<file path="src/rtl/assert_macros.svh">
// ---------------------------------------------------------------------------
// Assertion macros
// Shared concurrent assertion helpers; empty when SYNTH is defined.
// ---------------------------------------------------------------------------
`ifndef ASSERT_MACROS_SVH
`define ASSERT_MACROS_SVH

`ifndef SYNTH
`define ASSERT_PROP(name, clk, rst_n, prop, msg) \
  name: assert property (@(posedge clk) disable iff (!rst_n) prop) else $error(msg);
`define ASSERT_NEVER(name, clk, rst_n, cond, msg) \
  name: assert property (@(posedge clk) disable iff (!rst_n) !(cond)) else $error(msg);
`else
`define ASSERT_PROP(name, clk, rst_n, prop, msg)
`define ASSERT_NEVER(name, clk, rst_n, cond, msg)
`endif

`endif

</file>
<file path="src/rtl/rtphp_pkg.sv">
// ---------------------------------------------------------------------------
// RTP header parser package
// Word types, header constants and status codes shared by the parser.
// ---------------------------------------------------------------------------
package rtphp_pkg;

  localparam int unsigned MAX_PACKET_BYTES = 65536;
  localparam int unsigned POS_W            = $clog2(MAX_PACKET_BYTES + 1);
  localparam int unsigned OFF_W            = POS_W + 2;

  localparam int unsigned HDR_BYTES     = 12;
  localparam int unsigned EXT_HDR_BYTES = 4;
  localparam logic [1:0]  RTP_VERSION   = 2'd2;
  localparam logic [7:0]  PT_NONE       = 8'd128;

  typedef enum logic [2:0] {
    ST_OK        = 3'd0,
    ST_SHORT     = 3'd1,
    ST_VERSION   = 3'd2,
    ST_WRONG_PT  = 3'd3,
    ST_TRUNC_EXT = 3'd4,
    ST_NO_PAY    = 3'd5,
    ST_PADDING   = 3'd6
  } status_e;

  typedef struct packed {
    logic [7:0] data_byte;
    logic       last_byte;
  } in_word_t;

  typedef struct packed {
    logic [2:0]  status;
    logic        marker_bit;
    logic [6:0]  payload_type;
    logic [15:0] sequence_number;
    logic [31:0] rtp_timestamp;
    logic [31:0] sync_source;
    logic [15:0] payload_offset;
    logic [15:0] payload_length;
    logic [31:0] packet_count;
    logic [47:0] byte_count;
  } out_word_t;

  // header state of one packet as seen after its last byte
  typedef struct packed {
    logic [POS_W-1:0] n_bytes;
    logic [7:0]       hdr0;
    logic [7:0]       hdr1;
    logic [15:0]      seq;
    logic [31:0]      ts;
    logic [31:0]      ssrc;
    logic [15:0]      ext_len;
    logic [7:0]       kept;
  } hdr_snap_t;

  typedef struct packed {
    status_e     status;
    logic        marker_bit;
    logic [6:0]  payload_type;
    logic [15:0] seq;
    logic [31:0] ts;
    logic [31:0] ssrc;
    logic [15:0] offset;
    logic [15:0] length;
  } chk_word_t;

endpackage

</file>
<file path="src/rtl/rtp_header_parser.sv">
// ---------------------------------------------------------------------------
// RTP header parser
// Parses RFC 3550 fixed headers from a byte stream and reports each packet.
// ---------------------------------------------------------------------------
// Usage:
//   Input channel: one packet byte per word (data_byte, last_byte), accepted
//   when in_valid_i is high and in_stall_o is low. One byte per cycle
//   is sustained unless stalled; bytes past 65536 in a packet are dropped.
//   Output channel: one word per packet, on its last byte, taken when
//   out_valid_o is high and out_stall_i is low. After the last byte is
//   accepted, the result passes the input register, header capture, check
//   and the result/counter register in that order.
//   Config channel: cfg_data_i sets the accepted payload type when
//   cfg_valid_i is high; cfg_ready_o is always high. Write only while idle.
//   Each stage has its own handshake: while the receiver stalls, the result
//   word holds and earlier stages keep filling, so non-last bytes keep
//   flowing; once check and capture both hold finished packets, the next
//   last byte stalls the input.
//   Reset drops any partial packet, clears the packet and byte counters and
//   sets the payload type to 128, which rejects every packet.
// ---------------------------------------------------------------------------
`include "assert_macros.svh"

module rtp_header_parser (
  input  logic                  clk_i,
  input  logic                  rst_ni,
  input  logic                  in_valid_i,
  output logic                  in_stall_o,
  input  rtphp_pkg::in_word_t   in_word_i,
  output logic                  out_valid_o,
  input  logic                  out_stall_i,
  output rtphp_pkg::out_word_t  out_word_o,
  input  logic                  cfg_valid_i,
  output logic                  cfg_ready_o,
  input  logic [7:0]            cfg_data_i
);

  logic                 in_valid_q;
  rtphp_pkg::in_word_t  in_word_q;
  logic                 cap_ready;
  logic                 snap_valid, snap_ready;
  rtphp_pkg::hdr_snap_t snap;
  logic                 chk_valid, chk_ready, chk_fire;
  rtphp_pkg::chk_word_t chk;
  logic [7:0]           exp_pt_q;
  logic [31:0]          pkt_cnt_q, pkt_cnt_d;
  logic [47:0]          byte_cnt_q, byte_cnt_d;
  logic                 out_valid_q;
  rtphp_pkg::out_word_t out_word_q;
  logic                 chk_ok;

  assign cfg_ready_o = 1'b1;

  always_ff @(posedge clk_i or negedge rst_ni) begin
    if (!rst_ni) begin
      exp_pt_q <= rtphp_pkg::PT_NONE;
    end else if (cfg_valid_i && cfg_ready_o) begin
      exp_pt_q <= cfg_data_i;
    end
  end

  // input register
  assign in_stall_o = in_valid_q && !cap_ready;

  always_ff @(posedge clk_i or negedge rst_ni) begin
    if (!rst_ni) begin
      in_valid_q <= 1'b0;
    end else if (!in_stall_o) begin
      in_valid_q <= in_valid_i;
    end
  end

  always_ff @(posedge clk_i) begin
    if (in_valid_i && !in_stall_o) begin
      in_word_q <= in_word_i;
    end
  end

  rtphp_capture u_capture (
    .clk_i        (clk_i),
    .rst_ni       (rst_ni),
    .in_valid_i   (in_valid_q),
    .in_ready_o   (cap_ready),
    .in_word_i    (in_word_q),
    .snap_valid_o (snap_valid),
    .snap_ready_i (snap_ready),
    .snap_o       (snap)
  );

  rtphp_check u_check (
    .clk_i        (clk_i),
    .rst_ni       (rst_ni),
    .snap_valid_i (snap_valid),
    .snap_ready_o (snap_ready),
    .snap_i       (snap),
    .exp_pt_i     (exp_pt_q),
    .chk_valid_o  (chk_valid),
    .chk_ready_i  (chk_ready),
    .chk_o        (chk)
  );

  // counters and result register
  assign chk_ready = !out_valid_q || !out_stall_i;
  assign chk_fire  = chk_valid && chk_ready;
  assign chk_ok    = chk.status == rtphp_pkg::ST_OK;
  assign pkt_cnt_d  = chk_ok ? pkt_cnt_q + 32'd1 : pkt_cnt_q;
  assign byte_cnt_d = chk_ok ? byte_cnt_q + 48'(chk.length) : byte_cnt_q;

  always_ff @(posedge clk_i or negedge rst_ni) begin
    if (!rst_ni) begin
      out_valid_q <= 1'b0;
      pkt_cnt_q   <= '0;
      byte_cnt_q  <= '0;
    end else begin
      if (chk_ready) begin
        out_valid_q <= chk_valid;
      end
      if (chk_fire) begin
        pkt_cnt_q  <= pkt_cnt_d;
        byte_cnt_q <= byte_cnt_d;
      end
    end
  end

  always_ff @(posedge clk_i) begin
    if (chk_fire) begin
      out_word_q <= '{status: chk.status, marker_bit: chk.marker_bit,
                      payload_type: chk.payload_type, sequence_number: chk.seq,
                      rtp_timestamp: chk.ts, sync_source: chk.ssrc,
                      payload_offset: chk.offset, payload_length: chk.length,
                      packet_count: pkt_cnt_d, byte_count: byte_cnt_d};
    end
  end

  assign out_valid_o = out_valid_q;
  assign out_word_o  = out_word_q;

  `ASSERT_PROP(a_reject_zero, clk_i, rst_ni, out_valid_o && out_word_o.status != rtphp_pkg::ST_OK |-> out_word_o.payload_offset == '0 && out_word_o.payload_length == '0, "rejected packet carries offset or length")
  `ASSERT_PROP(a_ok_offset, clk_i, rst_ni, out_valid_o && out_word_o.status == rtphp_pkg::ST_OK |-> out_word_o.payload_offset[1:0] == 2'b00 && out_word_o.payload_offset >= 16'(rtphp_pkg::HDR_BYTES), "bad payload offset on accepted packet")
  `ASSERT_PROP(a_count_on_ok, clk_i, rst_ni, !$stable(pkt_cnt_q) |-> $past(chk_fire && chk_ok), "packet counter moved without accepted packet")
  `ASSERT_NEVER(a_no_drop, clk_i, rst_ni, out_valid_q && out_stall_i && chk_fire, "check word moved into a stalled result register")

endmodule

</file>
<file path="src/rtl/rtphp_capture.sv">
// ---------------------------------------------------------------------------
// RTP header capture
// Walks the packet bytes, collects header fields, snapshots on the last byte.
// ---------------------------------------------------------------------------
module rtphp_capture (
  input  logic                 clk_i,
  input  logic                 rst_ni,
  input  logic                 in_valid_i,
  output logic                 in_ready_o,
  input  rtphp_pkg::in_word_t  in_word_i,
  output logic                 snap_valid_o,
  input  logic                 snap_ready_i,
  output rtphp_pkg::hdr_snap_t snap_o
);

  logic [rtphp_pkg::POS_W-1:0] pos_q, pos_d;
  logic [7:0]  hdr0_q, hdr0_d, hdr1_q, hdr1_d, kept_q, kept_d;
  logic [15:0] seq_q, seq_d, ext_q, ext_d;
  logic [31:0] ts_q, ts_d, ssrc_q, ssrc_d;
  logic [rtphp_pkg::POS_W-1:0] ext_pos;
  logic        take, go;
  logic        snap_valid_q;
  rtphp_pkg::hdr_snap_t snap_q;

  assign in_ready_o = !in_word_i.last_byte || !snap_valid_q || snap_ready_i;
  assign go         = in_valid_i && in_ready_o;
  assign take       = pos_q < rtphp_pkg::POS_W'(rtphp_pkg::MAX_PACKET_BYTES);
  assign ext_pos    = rtphp_pkg::POS_W'(rtphp_pkg::HDR_BYTES)
                    + rtphp_pkg::POS_W'({hdr0_q[3:0], 2'b00}) + 2;

  always_comb begin
    pos_d  = pos_q;
    hdr0_d = hdr0_q;
    hdr1_d = hdr1_q;
    seq_d  = seq_q;
    ts_d   = ts_q;
    ssrc_d = ssrc_q;
    ext_d  = ext_q;
    kept_d = kept_q;
    if (take) begin
      priority if (pos_q == 0) begin
        hdr0_d = in_word_i.data_byte;
      end else if (pos_q == 1) begin
        hdr1_d = in_word_i.data_byte;
      end else if (pos_q < 4) begin
        seq_d = {seq_q[7:0], in_word_i.data_byte};
      end else if (pos_q < 8) begin
        ts_d = {ts_q[23:0], in_word_i.data_byte};
      end else if (pos_q < rtphp_pkg::POS_W'(rtphp_pkg::HDR_BYTES)) begin
        ssrc_d = {ssrc_q[23:0], in_word_i.data_byte};
      end else if (pos_q == ext_pos || pos_q == ext_pos + 1) begin
        ext_d = {ext_q[7:0], in_word_i.data_byte};
      end
      kept_d = in_word_i.data_byte;
      pos_d  = pos_q + 1;
    end
  end

  always_ff @(posedge clk_i or negedge rst_ni) begin
    if (!rst_ni) begin
      pos_q  <= '0;
      hdr0_q <= '0;
      hdr1_q <= '0;
      seq_q  <= '0;
      ts_q   <= '0;
      ssrc_q <= '0;
      ext_q  <= '0;
      kept_q <= '0;
    end else if (go) begin
      if (in_word_i.last_byte) begin
        pos_q  <= '0;
        hdr0_q <= '0;
        hdr1_q <= '0;
        seq_q  <= '0;
        ts_q   <= '0;
        ssrc_q <= '0;
        ext_q  <= '0;
        kept_q <= '0;
      end else begin
        pos_q  <= pos_d;
        hdr0_q <= hdr0_d;
        hdr1_q <= hdr1_d;
        seq_q  <= seq_d;
        ts_q   <= ts_d;
        ssrc_q <= ssrc_d;
        ext_q  <= ext_d;
        kept_q <= kept_d;
      end
    end
  end

  always_ff @(posedge clk_i or negedge rst_ni) begin
    if (!rst_ni) begin
      snap_valid_q <= 1'b0;
    end else if (go && in_word_i.last_byte) begin
      snap_valid_q <= 1'b1;
    end else if (snap_ready_i) begin
      snap_valid_q <= 1'b0;
    end
  end

  always_ff @(posedge clk_i) begin
    if (go && in_word_i.last_byte) begin
      snap_q <= '{n_bytes: pos_d, hdr0: hdr0_d, hdr1: hdr1_d, seq: seq_d, ts: ts_d,
                  ssrc: ssrc_d, ext_len: ext_d, kept: kept_d};
    end
  end

  assign snap_valid_o = snap_valid_q;
  assign snap_o       = snap_q;

endmodule

</file>
<file path="src/rtl/rtphp_check.sv">
// ---------------------------------------------------------------------------
// RTP header check
// Judges one captured header and works out payload offset and length.
// ---------------------------------------------------------------------------
module rtphp_check (
  input  logic                 clk_i,
  input  logic                 rst_ni,
  input  logic                 snap_valid_i,
  output logic                 snap_ready_o,
  input  rtphp_pkg::hdr_snap_t snap_i,
  input  logic [7:0]           exp_pt_i,
  output logic                 chk_valid_o,
  input  logic                 chk_ready_i,
  output rtphp_pkg::chk_word_t chk_o
);

  logic [rtphp_pkg::OFF_W-1:0] n_ext, off_base, off;
  logic [rtphp_pkg::POS_W-1:0] plen_full, plen;
  logic                        ext_on, pad_on;
  rtphp_pkg::status_e          st;
  logic                        chk_valid_q;
  rtphp_pkg::chk_word_t        chk_q;

  assign n_ext    = rtphp_pkg::OFF_W'(snap_i.n_bytes);
  assign off_base = rtphp_pkg::OFF_W'(rtphp_pkg::HDR_BYTES)
                  + rtphp_pkg::OFF_W'({snap_i.hdr0[3:0], 2'b00});
  assign ext_on   = snap_i.hdr0[4];
  assign pad_on   = snap_i.hdr0[5];
  assign off      = ext_on ? off_base + rtphp_pkg::OFF_W'(rtphp_pkg::EXT_HDR_BYTES)
                             + rtphp_pkg::OFF_W'({snap_i.ext_len, 2'b00})
                           : off_base;
  assign plen_full = snap_i.n_bytes - off[rtphp_pkg::POS_W-1:0];
  assign plen      = pad_on ? plen_full - rtphp_pkg::POS_W'(snap_i.kept) : plen_full;

  always_comb begin
    priority if (snap_i.n_bytes < rtphp_pkg::POS_W'(rtphp_pkg::HDR_BYTES)) begin
      st = rtphp_pkg::ST_SHORT;
    end else if (snap_i.hdr0[7:6] != rtphp_pkg::RTP_VERSION) begin
      st = rtphp_pkg::ST_VERSION;
    end else if ({1'b0, snap_i.hdr1[6:0]} != exp_pt_i) begin
      st = rtphp_pkg::ST_WRONG_PT;
    end else if (ext_on &&
                 n_ext < off_base + rtphp_pkg::OFF_W'(rtphp_pkg::EXT_HDR_BYTES)) begin
      st = rtphp_pkg::ST_TRUNC_EXT;
    end else if (off >= n_ext) begin
      st = rtphp_pkg::ST_NO_PAY;
    end else if (pad_on && rtphp_pkg::POS_W'(snap_i.kept) > plen_full) begin
      st = rtphp_pkg::ST_PADDING;
    end else begin
      st = rtphp_pkg::ST_OK;
    end
  end

  assign snap_ready_o = !chk_valid_q || chk_ready_i;

  always_ff @(posedge clk_i or negedge rst_ni) begin
    if (!rst_ni) begin
      chk_valid_q <= 1'b0;
    end else if (snap_ready_o) begin
      chk_valid_q <= snap_valid_i;
    end
  end

  always_ff @(posedge clk_i) begin
    if (snap_ready_o && snap_valid_i) begin
      chk_q.status       <= st;
      chk_q.marker_bit   <= snap_i.hdr1[7];
      chk_q.payload_type <= snap_i.hdr1[6:0];
      chk_q.seq          <= snap_i.seq;
      chk_q.ts           <= snap_i.ts;
      chk_q.ssrc         <= snap_i.ssrc;
      chk_q.offset       <= (st == rtphp_pkg::ST_OK) ? off[15:0] : '0;
      chk_q.length       <= (st == rtphp_pkg::ST_OK) ? plen[15:0] : '0;
    end
  end

  assign chk_valid_o = chk_valid_q;
  assign chk_o       = chk_q;

endmodule
</file>
<file path="config.mk">
export PLATFORM = sky130hd
export DESIGN_NAME = rtp_header_parser
export DESIGN_NICKNAME = d
export VERILOG_FILES = /design/src/rtl/rtphp_pkg.sv /design/src/rtl/rtp_header_parser.sv /design/src/rtl/rtphp_capture.sv /design/src/rtl/rtphp_check.sv
export VERILOG_INCLUDE_DIRS = /design/src /design/src/rtl
export SDC_FILE = /design/constraint.sdc
export NUM_CORES = 1
export LEC_CHECK = 0
export BUFFER_PORTS_ARGS = -buffer_cell sky130_fd_sc_hd__buf_2
export CELL_PAD_IN_SITES_DETAIL_PLACEMENT = 2
export CELL_PAD_IN_SITES_GLOBAL_PLACEMENT = 2
export CORE_MARGIN = 2
export CORE_UTILIZATION = 46
export DETAILED_ROUTE_END_ITERATION = 12
export MAX_ROUTING_LAYER = met4
export PLACE_DENSITY = 0.82
export SLEW_MARGIN = 40
export SYNTH_ARGS = -nofsm -noshare
export SYNTH_HDL_FRONTEND = slang
export SYNTH_SLANG_ARGS = --single-unit
</file>
<file path="constraint.sdc">
create_clock -name clk_i -period 18.02 [get_ports clk_i]
set_input_delay 0.901 -clock clk_i [delete_from_list [all_inputs] [get_ports clk_i]]
set_output_delay 0.901 -clock clk_i [all_outputs]
set_load 0.01 [all_outputs]
</file>
# After elaboration in Yosys (flattened, before gate mapping)
# Cells that the tools add are included.
# totals
reg_bits	701
latch_bits	0
ram_bits	0
mem_bits_ro	0
in_bits	22
output_inout_bits	206
word_cells	140
mem_count	0
# op_classes
addsub	11
mul	0
n_div	0
magnitude_cmp	8
n_eq_ne	5
shifts	0
muxes	49
bitwise	0
n_reduce_logical	24
# op_table
operator	n
$mux W32	14
$mux W16	14
$mux W8	9
$lt A17 B4 Y1 const B	3
$add A48 B16 Y48	1
$mux W48	1
$mux W17	2
$add A32 B1 Y32 const B	1
$eq A17 B32 Y1	1
$add A19 B18 Y19	1
$add A19 B3 Y19 const B	1
$ge A19 B17 Y1	1
$lt A17 B19 Y1	1
$mux W19	1
$add A17 B1 Y18 const B	1
$mux W3	6
$add A17 B1 Y17 const B	1
$add A17 B2 Y17 const B	1
$eq A17 B1 Y1 const B	1
$eq A17 B17 Y1	1
$gt A8 B17 Y1	1
$logic_not A17 Y1	1
$lt A17 B17 Y1 const B	1
$lt A17 B3 Y1 const B	1
other kinds (11)	31

# Depth between registers and ports, before layout
# logic_depth
ltp_word	14
depth_mapped	29

# Cells and area by module
# Synthesis repeated with hierarchy kept, for this count alone.
# hier_totals
cells_unflattened	2373
hier_area_um2	31246.2
# modules_own_cells
module	n_inst	cells_per_inst	area_per_inst_um2
rtp_header_parser	1	886	12408.2
rtphp_capture	1	881	11926.4
rtphp_check	1	606	6911.6

# Worst setup path before layout
# No wires, ideal clock.
# synth_path
kind	input-to-reg
from	in out_stall_i
to	reg u_capture.snap_q, in the netlist u_capture.snap_o[0], enable pin
setup_ns	0.639
arrival_time_ns	7.429
slack_ns	9.953
stages	5
cell_sequence	and3_1 -> nand3_1 -> nand2_1 -> clkbuf_1 -> nor2_1
# synth_between
elab_chain_len	6
# synth_rtl
element	line_no	source
start, declared	rtp_header_parser.sv:31	input logic out_stall_i,
$logic_not A1 Y1	rtp_header_parser.sv:103	assign chk_ready = !out_valid_q || !out_stall_i;
$logic_or A1 B1 Y1	rtp_header_parser.sv:103	
$logic_or A1 B1 Y1	rtphp_check.sv:54	assign snap_ready_o = !chk_valid_q || chk_ready_i;
$logic_or A1 B1 Y1	rtphp_capture.sv:25	assign in_ready_o = !in_word_i.last_byte || !snap_valid_q || snap_ready_i;
$logic_and A1 B1 Y1	rtphp_capture.sv:26	assign go = in_valid_i && in_ready_o;
$logic_and A1 B1 Y1	rtphp_capture.sv:103	if (go && in_word_i.last_byte) begin
end signal, assigned	rtphp_capture.sv:104	snap_q <= '{n_bytes: pos_d, hdr0: hdr0_d, hdr1: hdr1_d, seq: seq_d, ts: ts_d,
end, declared	rtphp_capture.sv:23	rtphp_pkg::hdr_snap_t snap_q;
# Every way passes these cells.
# A chain may end at the register's enable or synchronous reset.

# Worst setup path in the final report
# layout_path
from	reg u_capture.snap_q, in the netlist u_capture.snap_o[112]
to	reg u_check.chk_q, in the netlist u_check.chk_o[7], data pin
# layout_between
elab_chain_len	14
# layout_rtl
element	line_no	source
$add A4 B6 Y7 *	rtphp_check.sv:26	+ rtphp_pkg::OFF_W'({snap_i.hdr0[3:0], 2'b00});
$add A19 B3 Y19 *	rtphp_check.sv:29	assign off = ext_on ? off_base + rtphp_pkg::OFF_W'(rtphp_pkg::EXT_HDR_BYTES)
$add A19 B18 Y19 *	rtphp_check.sv:30	+ rtphp_pkg::OFF_W'({snap_i.ext_len, 2'b00})
$mux W19 *	rtphp_check.sv:29	
net u_check.off (one bit)	rtphp_check.sv:17	logic [rtphp_pkg::OFF_W-1:0] n_ext, off_base, off;
$sub A17 B17 Y17	rtphp_check.sv:32	assign plen_full = snap_i.n_bytes - off[rtphp_pkg::POS_W-1:0];
$gt A8 B17 Y1	rtphp_check.sv:47	end else if (pad_on && rtphp_pkg::POS_W'(snap_i.kept) > plen_full) begin
$logic_and A1 B1 Y1	rtphp_check.sv:47	
$mux W3	rtphp_check.sv:47	
$mux W3 *	rtphp_check.sv:45	end else if (off >= n_ext) begin
$mux W3 *	rtphp_check.sv:42	end else if (ext_on &&
$mux W3 *	rtphp_check.sv:40	end else if ({1'b0, snap_i.hdr1[6:0]} != exp_pt_i) begin
$mux W3 *	rtphp_check.sv:38	end else if (snap_i.hdr0[7:6] != rtphp_pkg::RTP_VERSION) begin
$mux W3 *	rtphp_check.sv:36	priority if (snap_i.n_bytes < rtphp_pkg::POS_W'(rtphp_pkg::HDR_BYTES)) begin
$logic_not A3 Y1 *	rtphp_check.sv:73	chk_q.length <= (st == rtphp_pkg::ST_OK) ? plen[15:0] : '0;
end, declared	rtphp_check.sv:22	rtphp_pkg::chk_word_t chk_q;
# Mark *: on every way through the listed nets, which the timed path passes. The rest lies on a longest branch.

==> parameters.txt <==
Parameter                              Value

Placement
  Setup WS pre-CTS ... 11.71 ns
  Last weighted congestion value of the routability-driven placer ... 0.834
  I/O Buffers ... 224
  Total instance count after detailed placement ... 3262
  Detailed Place HPWL ... 57.0 mm
  Placed instance area ... 32200 sq um

Synth
  Number of enable-type register cells in the synthesized netlist ... 468
  Cell area after synthesis ... 30200 sq um
  Top cell type by total area after synthesis ... sky130_fd_sc_hd__edfxtp_1
  Most instantiated library cell after synthesis ... sky130_fd_sc_hd__edfxtp_1
  Commonest cells post-synth ... sky130_fd_sc_hd__edfxtp_1 (468), sky130_fd_sc_hd__nand2_1 (238), sky130_fd_sc_hd__dfrtp_1 (228)
  Seq cells post-synth ... 697
  Warning count from the yosys run ... 0
  Share of the yosys chip area belonging to registers ... 0.656
  Ys flop type ... sky130_fd_sc_hd__edfxtp_1
  Number of instances in the synthesized netlist ... 2263
  Ranking of synthesized cells by area ... sky130_fd_sc_hd__edfxtp_1 (47%), sky130_fd_sc_hd__dfrtp_1 (19%), sky130_fd_sc_hd__mux2_2 (4.6%)
  Synth top area share ... 0.466
  Share of flip-flops with an asynchronous set or reset after synthesis ... 0.329
  Synth unique cells ... 77
  Per-instance average area after synthesis ... 13.3 sq um

Critical path
  Worst Reg-to-Reg Cells ... 24
  Kind of end point of the critical path ... register
  Required time at the endpoint of the critical path ... 18.39 ns
  Critical Path Fanout Max ... 29
  Worst endpoint data arrival time ... 6.78 ns
  CP Class ... register to register
  Setup crit start kind ... register

STA
  Total Neg Setup Slack ... 0 ns
  Tmin final ... 6.41 ns
  Smallest setup slack after layout ... 11.61 ns
  Final hold violation count ... 0
  Max_slew headroom ... 0.444
  Final Skew ... 0.0307 ns
  Max Clk Rate ... 156 MHz
  Pins Over Slew Limit ... 0
  Ratio of final minimum period to clock period ... 0.356
  Slew at the pin closest to its max-slew limit ... 0.834 ns
  Endpoints failing setup ... 0
  Setup repair after global routing missed its margin ... false

Flow run
  Number of maximum-capacitance violations ... 0

GRT
  Tot GR Track Use ... 0.270
  Initial antenna violation count ... 3
  Pin count of the biggest net entering global routing ... 94
  Total grt overflow ... 0
  First-pass GRT wire length ... 134 mm
  Vias in the first global route ... 21600

Power
  Power share of the sequential group ... 0.481
  Internal power ... 2.90 mW
  Fraction of power spent switching nets ... 0.265
  Combinational group share of total power ... 0.128
  Pwr Density ... 114 nW/um^2
  Clock network power share ... 0.391
  Worst IR drop on VDD ... 0.0828 mV
  Total leakage power ... 14.5 nW
  Net load switching power ... 1.05 mW

Floorplanning
  Die width ... 260 um
  Floorplan row count ... 93
  Top Ports ... 228
  Die Footprint ... 67700 sq um
  Height of the die ... 260 um
  Core region area ... 64700 sq um
  Initial cell density of the core ... 0.466

Routing
  DRC violation count after routing ... 0
  Total vias in the final route ... 19500
  Total Routed Length ... 87.6 mm
  Remaining number of nets flagged by the antenna check after routing ... 0
  Initial DRT Pass Iterations ... 5
  Via count normalized by instance count ... 5.72
  DRT iter0 DRCs ... 1328
  Routed length per placed instance ... 25.8 um

Finish
  Layout fillers ... 6103
  Share of post-route cells with drive strength above 1 ... 0.203
  Net count of the finished layout ... 2589
  FF+latch area ... 19800 sq um
  Non-filler instance count after layout ... 3402
  Area growth from synthesis to layout ... 14.9%
  Finished Cell Area ... 34700 sq um
  Multi-input logic area ... 9650 sq um

Clocking
  TritonCTS clock tree ... built
  Post-CTS resize count ... 0
  Post-CTS Repair Setup Buffers ... 0
  Later-pin clock latency in the skew report ... 0.63 ns
  TritonCTS Buffers ... 74
  Cts-stage hold buffer count ... 0
  TritonCTS sink count ... 697
  H-tree Lvls ... 3
  Maximum buffer depth of the clock tree ... 3
  Clock tree root driver cell ... sky130_fd_sc_hd__clkbuf_16
  Clock-pin slew on the worst setup and hold paths ... 0.06 ns

Worst hold path
  Type of the worst min-delay path ... input pin to async pin

Status
  Result of the run ... complete, no violations
## stage by stage
stage	power (mW)	utilization	hold WS, ns
floorplan	2.25	-	0.400
global placement	2.38	0.497	0.401
detailed placement	2.42	0.498	0.405
CTS	3.99	0.536	0.271
global route	4.10	0.536	0.282
finish	3.95	0.536	0.244
## registers in the layout, summed over array words and instances, names as in the netlist
name                    cells
u_capture.pos_q            17
out_valid_o                 1
in_word_q                   9
u_capture.ext_q            16
u_capture.ts_q             32
u_capture.hdr1_q            8
u_capture.snap_o          137
exp_pt_q                    8
pkt_cnt_q                  32
u_capture.kept_q            8
in_valid_q                  1
u_check.chk_valid_o         1
u_capture.ssrc_q           32
byte_cnt_q                 48
u_capture.hdr0_q            8
out_word_o                201
u_capture.seq_q            16
u_check.chk_o             121
u_capture.snap_valid_o      1
## power groups by stage
stage,logic [mW],clock network (mW),registers (mW)
2_1_floorplan,0.324,0,1.92
3_3_place_gp,0.461,0,1.92
3_5_place_dp,0.495,0,1.93
4_1_cts,0.507,1.58,1.90
5_1_grt,0.559,1.63,1.91
6_report,0.504,1.54,1.90
## critical path: stages, from the launching register on
cell and delay (ns):
sky130_fd_sc_hd__edfxtp_1 0.51, sky130_fd_sc_hd__inv_1 0.14, sky130_fd_sc_hd__ha_1 0.39, sky130_fd_sc_hd__nor3_1 0.19, sky130_fd_sc_hd__a21oi_1 0.07, sky130_fd_sc_hd__o221ai_1 0.24, sky130_fd_sc_hd__xor2_1 0.13, sky130_fd_sc_hd__ha_1 0.35
sky130_fd_sc_hd__o211a_1 0.16, sky130_fd_sc_hd__o21ai_0 0.12, sky130_fd_sc_hd__a31oi_1 0.47, sky130_fd_sc_hd__nand2_1 0.14, sky130_fd_sc_hd__xor2_1 0.14, sky130_fd_sc_hd__nand2b_1 0.19, sky130_fd_sc_hd__inv_1 0.07, sky130_fd_sc_hd__ha_1 0.53
sky130_fd_sc_hd__a21o_1 0.24, sky130_fd_sc_hd__a211oi_1 0.07, sky130_fd_sc_hd__a221o_1 0.29, sky130_fd_sc_hd__a211oi_2 0.32, sky130_fd_sc_hd__nor4bb_1 0.13, sky130_fd_sc_hd__nor4_1 0.48, sky130_fd_sc_hd__a311o_1 0.25, sky130_fd_sc_hd__buf_4 0.33
sky130_fd_sc_hd__o21ba_2 0.21
## area by class of cell
type / count / share of cell area
Antenna cell: 2 / 0.000144
Clock buffer: 101 / 0.0602
Clock inverter: 36 / 0.0104
Inverter: 87 / 0.00963
Multi-Input combinational cell: 1374 / 0.278
Sequential cell: 697 / 0.570
Tap cell: 855 / 0.0308
Timing Repair Buffer: 250 / 0.0402
## placed cells by master, fill, tap and decap left out, types with 13 or more instances in the layout
cell and count:
sky130_fd_sc_hd__a21oi_1 40, sky130_fd_sc_hd__nor3_1 39, sky130_fd_sc_hd__and3_1 27, sky130_fd_sc_hd__nand3_1 53, sky130_fd_sc_hd__nand2b_1 15, sky130_fd_sc_hd__nor2_1 130
sky130_fd_sc_hd__nand4_1 32, sky130_fd_sc_hd__inv_1 86, sky130_fd_sc_hd__buf_2 223, sky130_fd_sc_hd__clkbuf_16 77, sky130_fd_sc_hd__xor2_1 96, sky130_fd_sc_hd__edfxtp_1 468
sky130_fd_sc_hd__clkbuf_1 17, sky130_fd_sc_hd__nand2_1 236, sky130_fd_sc_hd__o21a_1 13, sky130_fd_sc_hd__mux2_2 124, sky130_fd_sc_hd__a21o_1 21, sky130_fd_sc_hd__a22oi_1 32
sky130_fd_sc_hd__ha_1 79, sky130_fd_sc_hd__dfrtp_1 228, sky130_fd_sc_hd__xnor2_1 101, sky130_fd_sc_hd__a22o_1 82, sky130_fd_sc_hd__buf_4 17, sky130_fd_sc_hd__o21ai_0 80
## routing by layer
layer | share of wire | track usage | vias to the layer above | routed length (um)
met3 | 0.041 | 0.0383 | 161 | 3590
met5 | 0 | - | - | 0
met2 | 0.52 | 0.461 | 521 | 45300
met1 | 0.41 | 0.327 | 10200 | 35600
met4 | 0.036 | 0.0998 | 0 | 3150
li1 | - | - | 8618 | -
## cells by family (layout without fill, tap and decap cells)
kind of cell,Yosys count,count (layout),share of synthesized area
buffers and inverters,195,474,0.0271
AND/OR/NAND/NOR,606,606,0.0938
multiplexers,132,132,0.0491
AO/OA/AOI/OAI,351,351,0.0815
XOR/XNOR,197,197,0.0572
other,2,7,0.000249
adder cells (fa/ha/maj),83,83,0.0354
flip-flops,697,697,0.656
## path summary, 6_finish.rpt
kind	startpoint	endpoint	slack, ns
worst max-delay path	u_capture.snap_o[112]	u_check.chk_o[7]	11.61
worst min register to register	u_check.chk_o[61]	out_word_o[141]	0.41
min in group clk_i	u_check.chk_o[61]	out_word_o[141]	0.41
max in group asynchronous	rst_ni	u_capture.ssrc_q[25]	16.37
worst max register to register	u_capture.snap_o[112]	u_check.chk_o[7]	11.61
worst min-delay path	rst_ni	byte_cnt_q[14]	0.24
(Power assumes the default switching activity.)
